==> config.mk <==
export PLATFORM = sky130hd
export DESIGN_NAME = i2c_master_bit_sequencer
export DESIGN_NICKNAME = d
export VERILOG_FILES = /design/src/hdl/i2cms_pkg.sv /design/src/hdl/i2cms_seq.sv /design/src/hdl/i2cms_skid.sv /design/src/hdl/i2c_master_bit_sequencer.sv
export SDC_FILE = /design/constraint.sdc
export NUM_CORES = 1
export LEC_CHECK = 0
export BUFFER_PORTS_ARGS = -buffer_cell sky130_fd_sc_hd__buf_2
export CAP_MARGIN = 20
export CORE_ASPECT_RATIO = 0.8
export CORE_MARGIN = 4
export CORE_UTILIZATION = 45
export CTS_BUF_LIST = sky130_fd_sc_hd__clkbuf_16
export CTS_CLUSTER_SIZE = 12
export DETAILED_ROUTE_END_ITERATION = 12
export PLACE_DENSITY = 0.74
export SYNTH_ARGS = -nofsm -noshare
export SYNTH_HDL_FRONTEND = slang
export SYNTH_SLANG_ARGS = --single-unit
==> constraint.sdc <==
create_clock -name clk -period 7.7 [get_ports clk]
set_input_delay 1.155 -clock clk [delete_from_list [all_inputs] [get_ports clk]]
set_output_delay 1.155 -clock clk [all_outputs]
set_load 0.02 [all_outputs]
==> src/hdl/i2cms_pkg.sv <==
// i2cms_pkg: shared types, command codes and line phase table for the
// I2C master line sequencer. Depends on nothing; used by every module in hdl.
package i2cms_pkg;

  // command codes carried in req_type
  localparam logic [2:0] REQ_START = 3'd0;
  localparam logic [2:0] REQ_STOP  = 3'd1;
  localparam logic [2:0] REQ_ACK   = 3'd2;
  localparam logic [2:0] REQ_NACK  = 3'd3;
  localparam logic [2:0] REQ_WACK  = 3'd4;
  localparam logic [2:0] REQ_WRITE = 3'd5;
  localparam logic [2:0] REQ_READ  = 3'd6;
  localparam logic [2:0] REQ_NONE  = 3'd7;

  // line action codes at the start of a phase
  localparam logic [1:0] LN_LOW  = 2'd0;
  localparam logic [1:0] LN_HIGH = 2'd1;
  localparam logic [1:0] LN_BIT  = 2'd2;
  localparam logic [1:0] LN_KEEP = 2'd3;

  localparam logic [15:0] PHASE_TICKS_RST = 16'd360;
  localparam logic [2:0]  LAST_BIT        = 3'd7;

  typedef struct packed {
    logic       cmd_valid;
    logic [2:0] req_type;
    logic [7:0] tx_byte;
    logic       sda_in;
  } in_item_t;

  typedef struct packed {
    logic       scl_out;
    logic       sda_out;
    logic       busy_res;
    logic       done_res;
    logic [7:0] rx_byte;
    logic       ack_received;
  } out_item_t;

  typedef struct packed {
    logic [1:0] scl;
    logic [1:0] sda;
  } line_phase_t;

  // number of phases in each command sequence
  function automatic logic [2:0] phase_count(input logic [2:0] cmd);
    logic [2:0] n;
    begin
      unique case (cmd)
        REQ_START, REQ_STOP:         n = 3'd2;
        REQ_ACK:                     n = 3'd5;
        REQ_NACK, REQ_WACK, REQ_READ: n = 3'd3;
        REQ_WRITE:                   n = 3'd4;
        default:                     n = 3'd1;
      endcase
      return n;
    end
  endfunction

  // line actions for one phase of one command
  function automatic line_phase_t phase_entry(input logic [2:0] cmd, input logic [2:0] ph);
    line_phase_t e;
    begin
      e = '{scl: LN_KEEP, sda: LN_KEEP};
      unique case ({cmd, ph})
        {REQ_START, 3'd0}: e = '{scl: LN_HIGH, sda: LN_HIGH};
        {REQ_START, 3'd1}: e = '{scl: LN_KEEP, sda: LN_LOW};
        {REQ_STOP,  3'd0}: e = '{scl: LN_HIGH, sda: LN_LOW};
        {REQ_STOP,  3'd1}: e = '{scl: LN_KEEP, sda: LN_HIGH};
        {REQ_ACK,   3'd0}: e = '{scl: LN_LOW,  sda: LN_HIGH};
        {REQ_ACK,   3'd1}: e = '{scl: LN_KEEP, sda: LN_LOW};
        {REQ_ACK,   3'd2}: e = '{scl: LN_HIGH, sda: LN_KEEP};
        {REQ_ACK,   3'd3}: e = '{scl: LN_LOW,  sda: LN_KEEP};
        {REQ_ACK,   3'd4}: e = '{scl: LN_KEEP, sda: LN_HIGH};
        {REQ_NACK,  3'd0}: e = '{scl: LN_LOW,  sda: LN_HIGH};
        {REQ_NACK,  3'd1}: e = '{scl: LN_HIGH, sda: LN_KEEP};
        {REQ_NACK,  3'd2}: e = '{scl: LN_LOW,  sda: LN_KEEP};
        {REQ_WACK,  3'd0}: e = '{scl: LN_LOW,  sda: LN_HIGH};
        {REQ_WACK,  3'd1}: e = '{scl: LN_HIGH, sda: LN_KEEP};
        {REQ_WACK,  3'd2}: e = '{scl: LN_LOW,  sda: LN_KEEP};
        {REQ_WRITE, 3'd0}: e = '{scl: LN_LOW,  sda: LN_LOW};
        {REQ_WRITE, 3'd1}: e = '{scl: LN_KEEP, sda: LN_BIT};
        {REQ_WRITE, 3'd2}: e = '{scl: LN_HIGH, sda: LN_KEEP};
        {REQ_WRITE, 3'd3}: e = '{scl: LN_LOW,  sda: LN_KEEP};
        {REQ_READ,  3'd0}: e = '{scl: LN_LOW,  sda: LN_KEEP};
        {REQ_READ,  3'd1}: e = '{scl: LN_HIGH, sda: LN_KEEP};
        {REQ_READ,  3'd2}: e = '{scl: LN_LOW,  sda: LN_KEEP};
        default:           e = '{scl: LN_KEEP, sda: LN_KEEP};
      endcase
      return e;
    end
  endfunction

endpackage

==> src/hdl/i2cms_seq.sv <==
// i2cms_seq: sequencer state and the one-tick update of the bus lines.
// Depends on i2cms_pkg for item types, command codes and the phase table.
module i2cms_seq (
  input  logic                 clk,
  input  logic                 rst,
  input  logic                 step,
  input  i2cms_pkg::in_item_t  item,
  input  logic [15:0]          phase_ticks,
  output i2cms_pkg::out_item_t result
);

  logic [2:0]  command_reg, command_reg_next;
  logic        active, active_next;
  logic [2:0]  phase_index, phase_index_next;
  logic [2:0]  bit_index, bit_index_next;
  logic [15:0] tick_count, tick_count_next;
  logic [7:0]  shift_reg, shift_reg_next;
  logic        scl_level, scl_level_next;
  logic        sda_level, sda_level_next;
  logic [7:0]  received_byte, received_byte_next;
  logic        ack_flag, ack_flag_next;
  logic        busy, done;
  logic [15:0] tick_inc;
  logic [3:0]  phase_inc;
  i2cms_pkg::line_phase_t entry;

  // next state for one tick
  always_comb begin
    command_reg_next   = command_reg;
    active_next        = active;
    phase_index_next   = phase_index;
    bit_index_next     = bit_index;
    tick_count_next    = tick_count;
    shift_reg_next     = shift_reg;
    scl_level_next     = scl_level;
    sda_level_next     = sda_level;
    received_byte_next = received_byte;
    ack_flag_next      = ack_flag;
    busy               = 1'b0;
    done               = 1'b0;

    // command taken only while idle
    if (!active && item.cmd_valid && item.req_type != i2cms_pkg::REQ_NONE) begin
      active_next      = 1'b1;
      command_reg_next = item.req_type;
      phase_index_next = '0;
      bit_index_next   = '0;
      tick_count_next  = '0;
      shift_reg_next   = (item.req_type == i2cms_pkg::REQ_WRITE) ? item.tx_byte : 8'h00;
    end

    entry     = i2cms_pkg::phase_entry(command_reg_next, phase_index_next);
    tick_inc  = tick_count_next + 16'd1;
    phase_inc = {1'b0, phase_index_next} + 4'd1;

    if (active_next) begin
      busy = 1'b1;

      // line levels change on the first tick of a phase
      if (tick_count_next == '0) begin
        if (entry.scl != i2cms_pkg::LN_KEEP) scl_level_next = entry.scl[0];
        if (entry.sda == i2cms_pkg::LN_BIT) sda_level_next = shift_reg_next[7];
        else if (entry.sda != i2cms_pkg::LN_KEEP) sda_level_next = entry.sda[0];
      end

      tick_count_next = tick_inc;
      if (tick_inc >= phase_ticks) begin
        tick_count_next = '0;
        // sampling and shifting at the end of a phase
        if (command_reg_next == i2cms_pkg::REQ_WACK && phase_index_next == 3'd1)
          ack_flag_next = ~item.sda_in;
        if (command_reg_next == i2cms_pkg::REQ_READ && phase_index_next == 3'd1)
          shift_reg_next = {shift_reg_next[6:0], item.sda_in};
        if (command_reg_next == i2cms_pkg::REQ_WRITE && phase_index_next == 3'd3)
          shift_reg_next = {shift_reg_next[6:0], 1'b0};

        if (phase_inc >= {1'b0, i2cms_pkg::phase_count(command_reg_next)}) begin
          phase_index_next = '0;
          if ((command_reg_next == i2cms_pkg::REQ_WRITE ||
               command_reg_next == i2cms_pkg::REQ_READ) &&
              bit_index_next < i2cms_pkg::LAST_BIT) begin
            bit_index_next = bit_index_next + 3'd1;
          end else begin
            if (command_reg_next == i2cms_pkg::REQ_READ) received_byte_next = shift_reg_next;
            bit_index_next = '0;
            active_next    = 1'b0;
            done           = 1'b1;
          end
        end else begin
          phase_index_next = phase_inc[2:0];
        end
      end
    end
  end

  // state register, advanced once per transaction
  always_ff @(posedge clk) begin
    if (rst) begin
      command_reg   <= '0;
      active        <= 1'b0;
      phase_index   <= '0;
      bit_index     <= '0;
      tick_count    <= '0;
      shift_reg     <= '0;
      scl_level     <= 1'b1;
      sda_level     <= 1'b1;
      received_byte <= '0;
      ack_flag      <= 1'b0;
    end else if (step) begin
      command_reg   <= command_reg_next;
      active        <= active_next;
      phase_index   <= phase_index_next;
      bit_index     <= bit_index_next;
      tick_count    <= tick_count_next;
      shift_reg     <= shift_reg_next;
      scl_level     <= scl_level_next;
      sda_level     <= sda_level_next;
      received_byte <= received_byte_next;
      ack_flag      <= ack_flag_next;
    end
  end

  // result of this tick
  assign result = '{scl_out: scl_level_next, sda_out: sda_level_next, busy_res: busy,
                    done_res: done, rx_byte: received_byte_next, ack_received: ack_flag_next};

endmodule

==> src/hdl/i2cms_skid.sv <==
// i2cms_skid: output register plus one skid entry for result items.
// Depends on i2cms_pkg for the result item type.
module i2cms_skid (
  input  logic                 clk,
  input  logic                 rst,
  input  logic                 push,
  input  i2cms_pkg::out_item_t push_data,
  output logic                 push_ready,
  output logic                 out_valid,
  input  logic                 out_ready,
  output i2cms_pkg::out_item_t out_data
);

  logic                 skid_valid;
  i2cms_pkg::out_item_t skid_data;

  assign push_ready = ~skid_valid;

  // main register refills from the skid first, else from the new result
  always_ff @(posedge clk) begin
    if (rst) begin
      out_valid  <= 1'b0;
      skid_valid <= 1'b0;
    end else if (!out_valid || out_ready) begin
      if (skid_valid) begin
        out_valid  <= 1'b1;
        skid_valid <= 1'b0;
      end else begin
        out_valid <= push;
      end
    end else if (push) begin
      skid_valid <= 1'b1;
    end
  end

  // payload registers
  always_ff @(posedge clk) begin
    if (!out_valid || out_ready) begin
      out_data <= skid_valid ? skid_data : push_data;
    end else if (push) begin
      skid_data <= push_data;
    end
  end

endmodule

==> src/hdl/i2c_master_bit_sequencer.sv <==
// i2c_master_bit_sequencer: top level of the I2C master line sequencer.
// Depends on i2cms_pkg, i2cms_seq and i2cms_skid.
//
// Each input transaction is one tick of bus timing and yields exactly one
// registered result transaction. A transaction is taken every clock
// while results drain; the state update is a single pass of logic between
// the sequencer state and the output register, and a one-entry skid stage
// keeps the input open for one more transaction while a result waits.
// Phase lengths count transactions, not clocks: each SCL/SDA phase lasts
// phase_ticks transactions (zero acts as one). phase_ticks is written
// through cfg_wr_en/cfg_wr_data and should change only while no command is
// in progress.
module i2c_master_bit_sequencer (
  input  logic                 clk,
  input  logic                 rst,
  input  logic                 cfg_wr_en,
  input  logic [15:0]          cfg_wr_data,
  input  logic                 in_valid,
  output logic                 in_ready,
  input  i2cms_pkg::in_item_t  in_data,
  output logic                 out_valid,
  input  logic                 out_ready,
  output i2cms_pkg::out_item_t out_data
);

  logic [15:0]          phase_ticks;
  logic                 step;
  i2cms_pkg::out_item_t step_result;

  // configuration register
  always_ff @(posedge clk) begin
    if (rst) begin
      phase_ticks <= i2cms_pkg::PHASE_TICKS_RST;
    end else if (cfg_wr_en) begin
      phase_ticks <= cfg_wr_data;
    end
  end

  assign step = in_valid & in_ready;

  // line sequencer
  i2cms_seq u_seq (
    .clk         (clk),
    .rst         (rst),
    .step        (step),
    .item        (in_data),
    .phase_ticks (phase_ticks),
    .result      (step_result)
  );

  // result register and skid stage
  i2cms_skid u_skid (
    .clk        (clk),
    .rst        (rst),
    .push       (step),
    .push_data  (step_result),
    .push_ready (in_ready),
    .out_valid  (out_valid),
    .out_ready  (out_ready),
    .out_data   (out_data)
  );

endmodule

==> flow_summary.toml, run 1 <==
[power_and_ir_drop]
power.internal_mw = 0.784
power_mw = 1.09
combPwrFrac_pct = 15.6
switching_share_pct = 28.2
p_sw_mw = 0.307
power_density_nw_per_um2 = 183
power_leakage_nw = 2.45
ir_drop_mv = 0.111
clkPwrFrac_pct = 37.3
seqPwrFrac_pct = 47.0

[worst_hold_path]
hp-start = "u_seq.tick_count[15]"
hold_class = "flip-flop to flip-flop"

[clocking]
cts_made_buffers = 9
path_clk_slew_ns = 0.06
hold_buffers = 0
cts_setup_buffers = 0
htree_levels = 3
clock_latency_ns = 0.34
cts_resized = 0
cts-root-buf = "clkbuf_16"
cts_tree = "done"
cts.sinks = 89
cts_buffer_depth = 2

[timing]
slew_headroom_pct = 31.7
skew_ns = 0.00909
fin_setup_tns_ns = 0
fin_crit_ns = 5.99
rsz0062_at_grt = "no"
finalHoldViolCount = 0
worst_pin_slew_ns = 1.02
fmaxAchievable_ghz = 0.167
setup_viol = 0
maxSlewViolCount = 0
period_share_pct = 77.8

[logic_synthesis]
ys.flop_type = "dfxtp_1"
avgSynthCellArea_um2 = 9.18
synth.cell_area_um2 = 5360
seq_area_frac_synth_pct = 38.1
netlist_instances = 584
synth_edf_count = 26
yosysWarnings = 0
yosysUniqueCellTypes = 71
async_flop_share_pct = 0
syn-num-nets = 647
synth_seq_cells = 89

[floorplanning]
start_util_pct = 46.2
die_area_um2 = 13700
rows = 35
ioPinCount = 49
die_x_um = 130
die_height_um = 106
core-area_um2 = 11600

[status]
status = "complete, no violations"

[final_layout]
seqCellArea_um2 = 2040
reg_top3 = "phase_ticks x16, u_seq.tick_count x16"
num_antenna_cells = 0
multi_input_area_um2 = 3070
fin_nets = 682
syn2layout_area_growth_pct = 11.2
layout-drive-gt1-share_pct = 18.9
filler_cell_count = 1033

[detailed_routing]
avgViaCountPerCell = 5.85
drc = 0
drtPass1Iterations = 5
ant_nets = 0
wl_per_cell_um = 16.6
drt_iter0_drc = 438
vias = 4517
totalWireLength_mm = 12.8

[critical_path]
r2r-start = "u_seq.active"
cp-end-kind = "flip-flop"
path_max_fanout = 27
cp.required_ns = 7.78
worstPathArrival_ns = 6.07
crit_start = "in_data[12]"
cp-start-kind = "primary input"
criticalPathCategory = "primary input to flip-flop"

[placed_design]
hpwl_mm = 9.16
port_buffers = 48
gp_congestion = 0.893

[global_routing]
grt_overflow = 0
grt_pass1_wl_mm = 21.4
first_global_vias = 4388
antenna_found_initial = 0
grt_max_degree = 52
track_usage_pct = 19.1

[flow_run]
cap_viol_max_count = 0
[power by group through the flow]
stage,sequential (mW),combinational (mW),clock (mW)
5_1_grt,0.516,0.188,0.433
3_5_place_dp,0.524,0.167,0
2_1_floorplan,0.528,0.115,0
4_1_cts,0.513,0.169,0.414
3_3_place_gp,0.523,0.164,0
6_report,0.513,0.171,0.407
[cells by family (layout without fill, tap and decap cells)]
| family | count (synthesis) | count (layout) | share of synthesized area [%] |
|---|---|---|---|
| AOI/OAI and AO/OA | 145 | 145 | 18.9 |
| xor gates and xnor gates | 10 | 10 | 1.63 |
| adders and majority gates | 29 | 29 | 6.76 |
| buffers and inverters | 60 | 100 | 4.69 |
| DFF | 89 | 89 | 38.1 |
| muxes | 47 | 47 | 10.9 |
| and+or+nand+nor | 204 | 204 | 19.0 |
[per-layer routing]
layer  GRT usage (%)  part of all wire [%]
met3            3.19                   6.7
met5               0                     0
met1            27.1                    47
met2            29.1                    45
met4            6.82                   1.7
[Yosys cell counts (4+ instances only)]
cell	n	area, um2
a211oi_1	5	37.5
and2_1	6	37.5
a21o_1	11	82.6
a21oi_1	38	190
nand4_1	7	43.8
nor3_1	6	30.0
ha_1	29	363
inv_1	29	109
nand2b_1	7	43.8
nor2_1	53	199
a31oi_1	13	81.3
xor2_1	8	70.1
o21ai_0	19	95.1
a22o_1	9	78.8
mux2_4	22	330
or3_1	7	43.8
nand2_1	72	270
a31o_2	4	35.0
o211ai_1	6	45.0
edfxtp_1	26	781
nand3_1	17	85.1
mux2i_1	22	220
clkbuf_1	22	82.6
dfxtp_1	63	1260
and3_1	5	31.3
[cells in the final DEF, fill, tap and decap left out, types with 3 or more instances in the layout]
master,instances
nand2_1,72
dfxtp_1,63
nor2_1,53
buf_2,48
a21oi_1,38
inv_1,31
ha_1,29
edfxtp_1,26
mux2_4,22
mux2i_1,22
o21ai_0,19
nand3_1,17
a31oi_1,13
a21o_1,11
a22o_1,9
clkbuf_16,9
xor2_1,8
nand2b_1,7
nand4_1,7
or3_1,7
nor3_1,6
and2_1,6
o211ai_1,6
and3_1,5
a211oi_1,5
buf_4,5
a31o_2,4
a32o_1,3
o2111ai_1,3
a221oi_1,3
or2_2,3
a211o_1,3
o31ai_1,3
a22oi_1,3
[through the flow]
step	instance area, um2	hold WS, ns	util, %	setup WS, ns	cells
floorplan	5360	0.454	-	2.10	584
detailed placement	5680	0.486	49.0	1.46	755
global placement	5680	0.474	48.9	1.75	754
CTS	5960	0.497	51.3	1.78	771
global route	5970	0.517	51.4	1.42	772
finish	5970	0.496	51.4	1.71	772
[path summary, 6_finish.rpt]
path | end | slack [ns] | depth (start not counted)
setup / recovery | u_skid.out_data[1] | 1.71 | 18
hold / removal | u_seq.tick_count[15] | 0.50 | 2
hold reg to reg | u_seq.tick_count[15] | 0.50 | 2
setup reg to reg | u_skid.out_data[1] | 2.14 | 17
[final cells by class]
cell class / instances / share of cell area, %
Multi-Input combinational cell: 435 / 51.5
Timing Repair Buffer: 53 / 4.66
Inverter: 31 / 1.95
Clock inverter: 7 / 0.818
Tap cell: 148 / 3.10
Clock buffer: 9 / 3.78
Sequential cell: 89 / 34.2
[worst max-delay path, cell delays in order]
cell and delay, ns:
buf_2 0.13, nor2b_2 0.23, nand2_2 0.45, nand2_1 0.20, inv_1 0.11, ha_1 0.21
and2_1 0.19, nand4_1 0.22, or3_1 0.43, a21oi_1 0.22, ha_1 0.19, nand4_1 0.12
nor2_1 0.17, o2111ai_1 0.13, o221a_2 0.48, nor4_4 0.75, mux2_4 0.36, mux2_1 0.29
Power figures use the tool's default switching activity.
==> run 2: changes to the inputs <==
PLACE_DENSITY = 0.77   (was 0.74)
clock period = 5.2 ns   (was 7.7 ns; I/O delays follow)
==> run 2 against run 1 <==
Compared with the run above: critical path depth rose by 1; final cell count rose by 0.52%; final area rose by 1.0%; routed wire length rose by 0.13%; global-route usage rose by 0.12 points; via count rose by 0.75%; worst setup slack got worse by 1.2 ns; combinational power rose by 47%; non-clock buffer count rose by 4; die area did not move; sequential power rose by 48%.
==> flow_summary.toml, run 2 (synthesis gave the netlist of run 1 again) <==
[status]
status = "complete, no violations"

[power_and_ir_drop]
seqPwrFrac_pct = 45.4
clkPwrFrac_pct = 39.5
p_sw_mw = 0.460
switching_share_pct = 27.5
power_density_nw_per_um2 = 278
power.internal_mw = 1.21
combPwrFrac_pct = 15.1
ir_drop_mv = 0.171
power_leakage_nw = 2.48

[timing]
finalHoldViolCount = 0
maxSlewViolCount = 0
period_share_pct = 89.4
fmaxAchievable_ghz = 0.215
slew_headroom_pct = 33.5
holdWs_ns = 0.495
worst_pin_slew_ns = 0.998
setup_viol = 0
rsz0062_at_grt = "no"
fin_setup_tns_ns = 0
fin_crit_ns = 4.65
skew_ns = 0.00870

[clocking]
cts.sinks = 89
clock_latency_ns = 0.34
hold_buffers = 0
htree_levels = 3
cts_tree = "done"
cts-root-buf = "clkbuf_16"
cts_resized = 0
cts_buffer_depth = 2
cts_setup_buffers = 0
cts_made_buffers = 9
path_clk_slew_ns = 0.07

[floorplanning]
start_util_pct = 46.2
die_height_um = 106
die_area_um2 = 13700
core-area_um2 = 11600
die_x_um = 130
rows = 35
ioPinCount = 49

[detailed_routing]
drt_iter0_drc = 557
vias = 4551
drc = 0
wl_per_cell_um = 16.6
drtPass1Iterations = 5
avgViaCountPerCell = 5.86
ant_nets = 0
totalWireLength_mm = 12.9

[placed_design]
dp.cells = 759
gp_congestion = 0.959
hpwl_mm = 9.34
port_buffers = 48

[global_routing]
antenna_found_initial = 0
track_usage_pct = 19.2
grt_pass1_wl_mm = 21.5
first_global_vias = 4418
grt_overflow = 0
grt_max_degree = 52

[critical_path]
criticalPathCategory = "primary input to flip-flop"
worstPathArrival_ns = 4.84
reg2reg_to = "u_seq.received_byte[3]"
crit_start = "in_data[11]"
cp-end-kind = "flip-flop"
worstRegToRegCells = 18
r2r-start = "u_seq.active"
cp-start-kind = "primary input"
r2r_setup_slack_ns = 0.68
path_max_fanout = 22
cp.required_ns = 5.40

[final_layout]
reg_top3 = "phase_ticks x16, u_seq.tick_count x16"
syn2layout_area_growth_pct = 12.4
num_antenna_cells = 0
layout-drive-gt1-share_pct = 19.6
filler_cell_count = 1033
final_common_cell = "nand2_1"
final_cell_mix = "nand2_1 (72), dfxtp_1 (63), nor2_1 (53)"
fin_nets = 686
final_cells = 776
final_util_pct = 51.9

[worst_hold_path]
hold_class = "flip-flop to flip-flop"
hp-start = "phase_ticks[13]"
holdPathStages = 2
whs_endpoint = "phase_ticks[13]"

[flow_run]
cap_viol_max_count = 0
run 2: worst max-delay path by stage:
stage,end,cells past startpoint
2_1_floorplan,u_skid.out_data[1],20
3_5_place_dp,u_seq.received_byte[3],19
3_3_place_gp,u_skid.out_data[1],19
6_report,u_seq.received_byte[3],19
5_1_grt,u_seq.received_byte[3],19
4_1_cts,u_seq.received_byte[3],19
run 2: power groups by stage:
stage / logic [mW] / clock network [mW] / registers [mW]
after floorplan: 0.171 / 0 / 0.782
after global placement: 0.243 / 0 / 0.775
after detailed placement: 0.248 / 0 / 0.776
after CTS: 0.250 / 0.671 / 0.760
after global routing: 0.279 / 0.701 / 0.764
final: 0.252 / 0.661 / 0.760
run 2: worst max-delay path: stages:
cell and delay, ns:
buf_2 0.21, nand3_4 0.12, nand2_2 0.11, nand2_1 0.09, inv_1 0.09, ha_1 0.20, and2_1 0.22, nand4_1 0.22
or3_1 0.41, a21oi_1 0.23, ha_1 0.18, nand4_1 0.10, nor2_1 0.18, o2111ai_1 0.12, o221a_2 0.32, buf_4 0.23
nor4_4 0.67, mux2i_1 0.29, nor2_1 0.06
run 2: area by class of cell:
cell class / count / area (um2) / share of cell area, %
Multi-Input combinational cell: 435 / 3070 / 50.9
Sequential cell: 89 / 2040 / 33.9
Timing Repair Buffer: 57 / 312 / 5.17
Clock buffer: 9 / 225 / 3.74
Tap cell: 148 / 185 / 3.07
Inverter: 31 / 116 / 1.93
Clock inverter: 7 / 77.6 / 1.29
run 2: routing by layer:
metal / vias to the layer above / part of all wire, % / routed length [um] / GRT usage, %
li1: 2198 / - / - / -
met1: 2157 / 47 / 6050 / 28.3
met2: 187 / 44 / 5710 / 28.4
met3: 9 / 7.8 / 997 / 4.20
met4: 0 / 0.82 / 105 / 4.60
met5: - / 0 / 0 / 0
run 2: per-stage QoR:
stage | instance area, um2 | setup slack, ns | total power, mW
after floorplan | 5370 | 0.00668 | 0.953
after global placement | 5710 | 0.446 | 1.02
after detailed placement | 5710 | 0.277 | 1.02
after CTS | 6020 | 0.621 | 1.68
after global routing | 6030 | 0.270 | 1.74
final | 6030 | 0.552 | 1.67
==> run 3: changes to the inputs <==
CORE_MARGIN = 3   (was 4)
CTS_BUF_LIST = sky130_fd_sc_hd__clkbuf_8 sky130_fd_sc_hd__clkbuf_16   (was sky130_fd_sc_hd__clkbuf_16)
PLACE_DENSITY = 0.74   (was 0.77)
clock period = 5.9 ns   (was 5.2 ns; I/O delays follow)
==> run 3 against run 2 <==
Compared with the run above: worst setup slack improved by 0.36 ns; die area down 3.4%; via count up 1.1%; power is 14% lower; clock power is 18% lower; non-clock buffer count shrank 1; worst hold slack worse by 0.0014 ns; first-iteration DRC count shrank 3.6%; critical path depth decreased by 1; sequential power fell by 12%; final area decreased by 0.48%; global-route usage increased by 0.60 points; critical endpoint is now u_skid.out_data[1]; largest power group unchanged; highest routed layer unchanged.
==> flow_summary.toml, run 3 (synthesis gave the netlist of run 1 again) <==
[status]
status = "complete, no violations"

[detailed_routing]
drtPass1Iterations = 6
avgViaCountPerCell = 5.94
vias = 4602
wl_per_cell_um = 16.8
ant_nets = 0
drc = 0
drt_iter0_drc = 537
totalWireLength_mm = 13.1

[timing]
rsz0062_at_grt = "no"
slew_headroom_pct = 47.3
finalHoldViolCount = 0
holdWs_ns = 0.493
period_share_pct = 84.6
setup_viol = 0
skew_ns = 0.0112
worst_pin_slew_ns = 0.784
fin_crit_ns = 4.99
fmaxAchievable_ghz = 0.200
fin_setup_tns_ns = 0
maxSlewViolCount = 0

[critical_path]
r2r-start = "u_seq.active"
path_max_fanout = 8
r2r_setup_slack_ns = 1.01
reg2reg_to = "u_skid.out_data[1]"
critical_path.max_stage_delay_ns = 0.68
cp.required_ns = 5.99
cp-start-kind = "primary input"
worstRegToRegCells = 17
slowest_stage = "nor4_4"
criticalPathCategory = "primary input to flip-flop"
crit_path_cell_trace = "buf_2, nor2b_2, nand2_2, nand2_1, inv_1, ha_1, and2_1, nand4_1, or3_1, a21oi_1, ha_1, nand4_1, nor2_1, o2111ai_1, o221a_2, nor4_4, mux2_4, mux2_1"
cp-end-kind = "flip-flop"
worstPathArrival_ns = 5.08

[global_routing]
track_usage_pct = 19.8
grt_pass1_wl_mm = 21.7
first_global_vias = 4398
grt_overflow = 0
antenna_found_initial = 0
grt_max_degree = 52

[final_layout]
final_util_pct = 51.9
syn2layout_area_growth_pct = 11.8
layout-drive-gt1-share_pct = 19.5
final_cell_mix = "nand2_1 (72), dfxtp_1 (63), nor2_1 (53)"
fin_nets = 685
num_antenna_cells = 0
final_common_cell = "nand2_1"
reg_top3 = "phase_ticks x16, u_seq.tick_count x16"
final_cells = 775

[floorplanning]
die_area_um2 = 13300
start_util_pct = 46.4
die_x_um = 128
die_height_um = 104
rows = 35
core-area_um2 = 11600
ioPinCount = 49

[worst_hold_path]
hp-start = "u_seq.received_byte[5]"
hold_class = "flip-flop to flip-flop"
holdPathStages = 2
whs_endpoint = "u_seq.received_byte[5]"

[power_and_ir_drop]
p_sw_mw = 0.409
seqPwrFrac_pct = 46.7
switching_share_pct = 28.5
power_density_nw_per_um2 = 239
clkPwrFrac_pct = 37.6
combPwrFrac_pct = 15.7
power_leakage_nw = 2.45
power.internal_mw = 1.03
ir_drop_mv = 0.127

[clocking]
cts.sinks = 89
path_clk_slew_ns = 0.07
cts_made_buffers = 9
cts_setup_buffers = 0
htree_levels = 3
cts-root-buf = "clkbuf_16"
cts_resized = 0
clock_latency_ns = 0.34
hold_buffers = 0
cts_tree = "done"
cts_buffer_depth = 2

[placed_design]
dp.cells = 758
port_buffers = 48
hpwl_mm = 9.34
gp_congestion = 0.886

[flow_run]
cap_viol_max_count = 0
run 3: cell types whose count changed in the layout (fill, tap and decap cells not counted):
cell and change:
bufinv_16 -1, buf_4 -1, inv_8 +1, inv_6 -2
clkinvlp_4 +2
run 3: power groups by stage:
stage	logic, mW	clock network [mW]	registers [mW]
global route	0.247	0.580	0.673
detailed placement	0.221	0	0.684
CTS	0.222	0.550	0.671
global placement	0.214	0	0.683
floorplan	0.150	0	0.690
finish	0.226	0.540	0.671
run 3: layout make-up:
type	instances	area (um2)
Fill cell	1065	5560
Tap cell	148	185
Timing Repair Buffer	56	304
Multi-Input combinational cell	435	3070
Inverter	31	116
Clock inverter	7	56.3
Sequential cell	89	2040
Clock buffer	9	225
run 3: per-stage QoR:
stage / setup slack (ns) / power (mW) / cell area [um2]
final: 0.910 / 1.44 / 6000
after global routing: 0.578 / 1.50 / 6000
after CTS: 0.937 / 1.44 / 5990
after detailed placement: 0.597 / 0.906 / 5710
after global placement: 0.779 / 0.896 / 5710
after floorplan: 0.570 / 0.840 / 5360
run 3: layer usage:
layer / vias up / routed length (um) / GRT usage (%)
li1: 2187 / - / -
met4: 0 / 169 / 5.38
met5: - / 0 / 0
met2: 208 / 6070 / 31.0
met1: 2184 / 5950 / 28.5
met3: 23 / 862 / 2.89
run 3: worst max-delay path by stage:
stage	endpoint	start	slack (ns)	depth (start not counted)
global placement	u_skid.out_data[1]	in_data[12]	0.78	18
finish	u_skid.out_data[1]	in_data[12]	0.91	18
floorplan	u_skid.out_data[1]	in_data[12]	0.57	20
CTS	u_skid.out_data[1]	in_data[12]	0.94	18
detailed placement	u_skid.out_data[1]	in_data[12]	0.60	18
global route	u_skid.out_data[1]	in_data[12]	0.58	18
run 3: critical path: cells and delay by family:
kind	cells	cell delay, ns
and+or+nand+nor	9	2.24
AOI/OAI and AO/OA	3	0.67
buffers and inverters	2	0.22
muxes	2	0.66
adders and majority gates	2	0.39
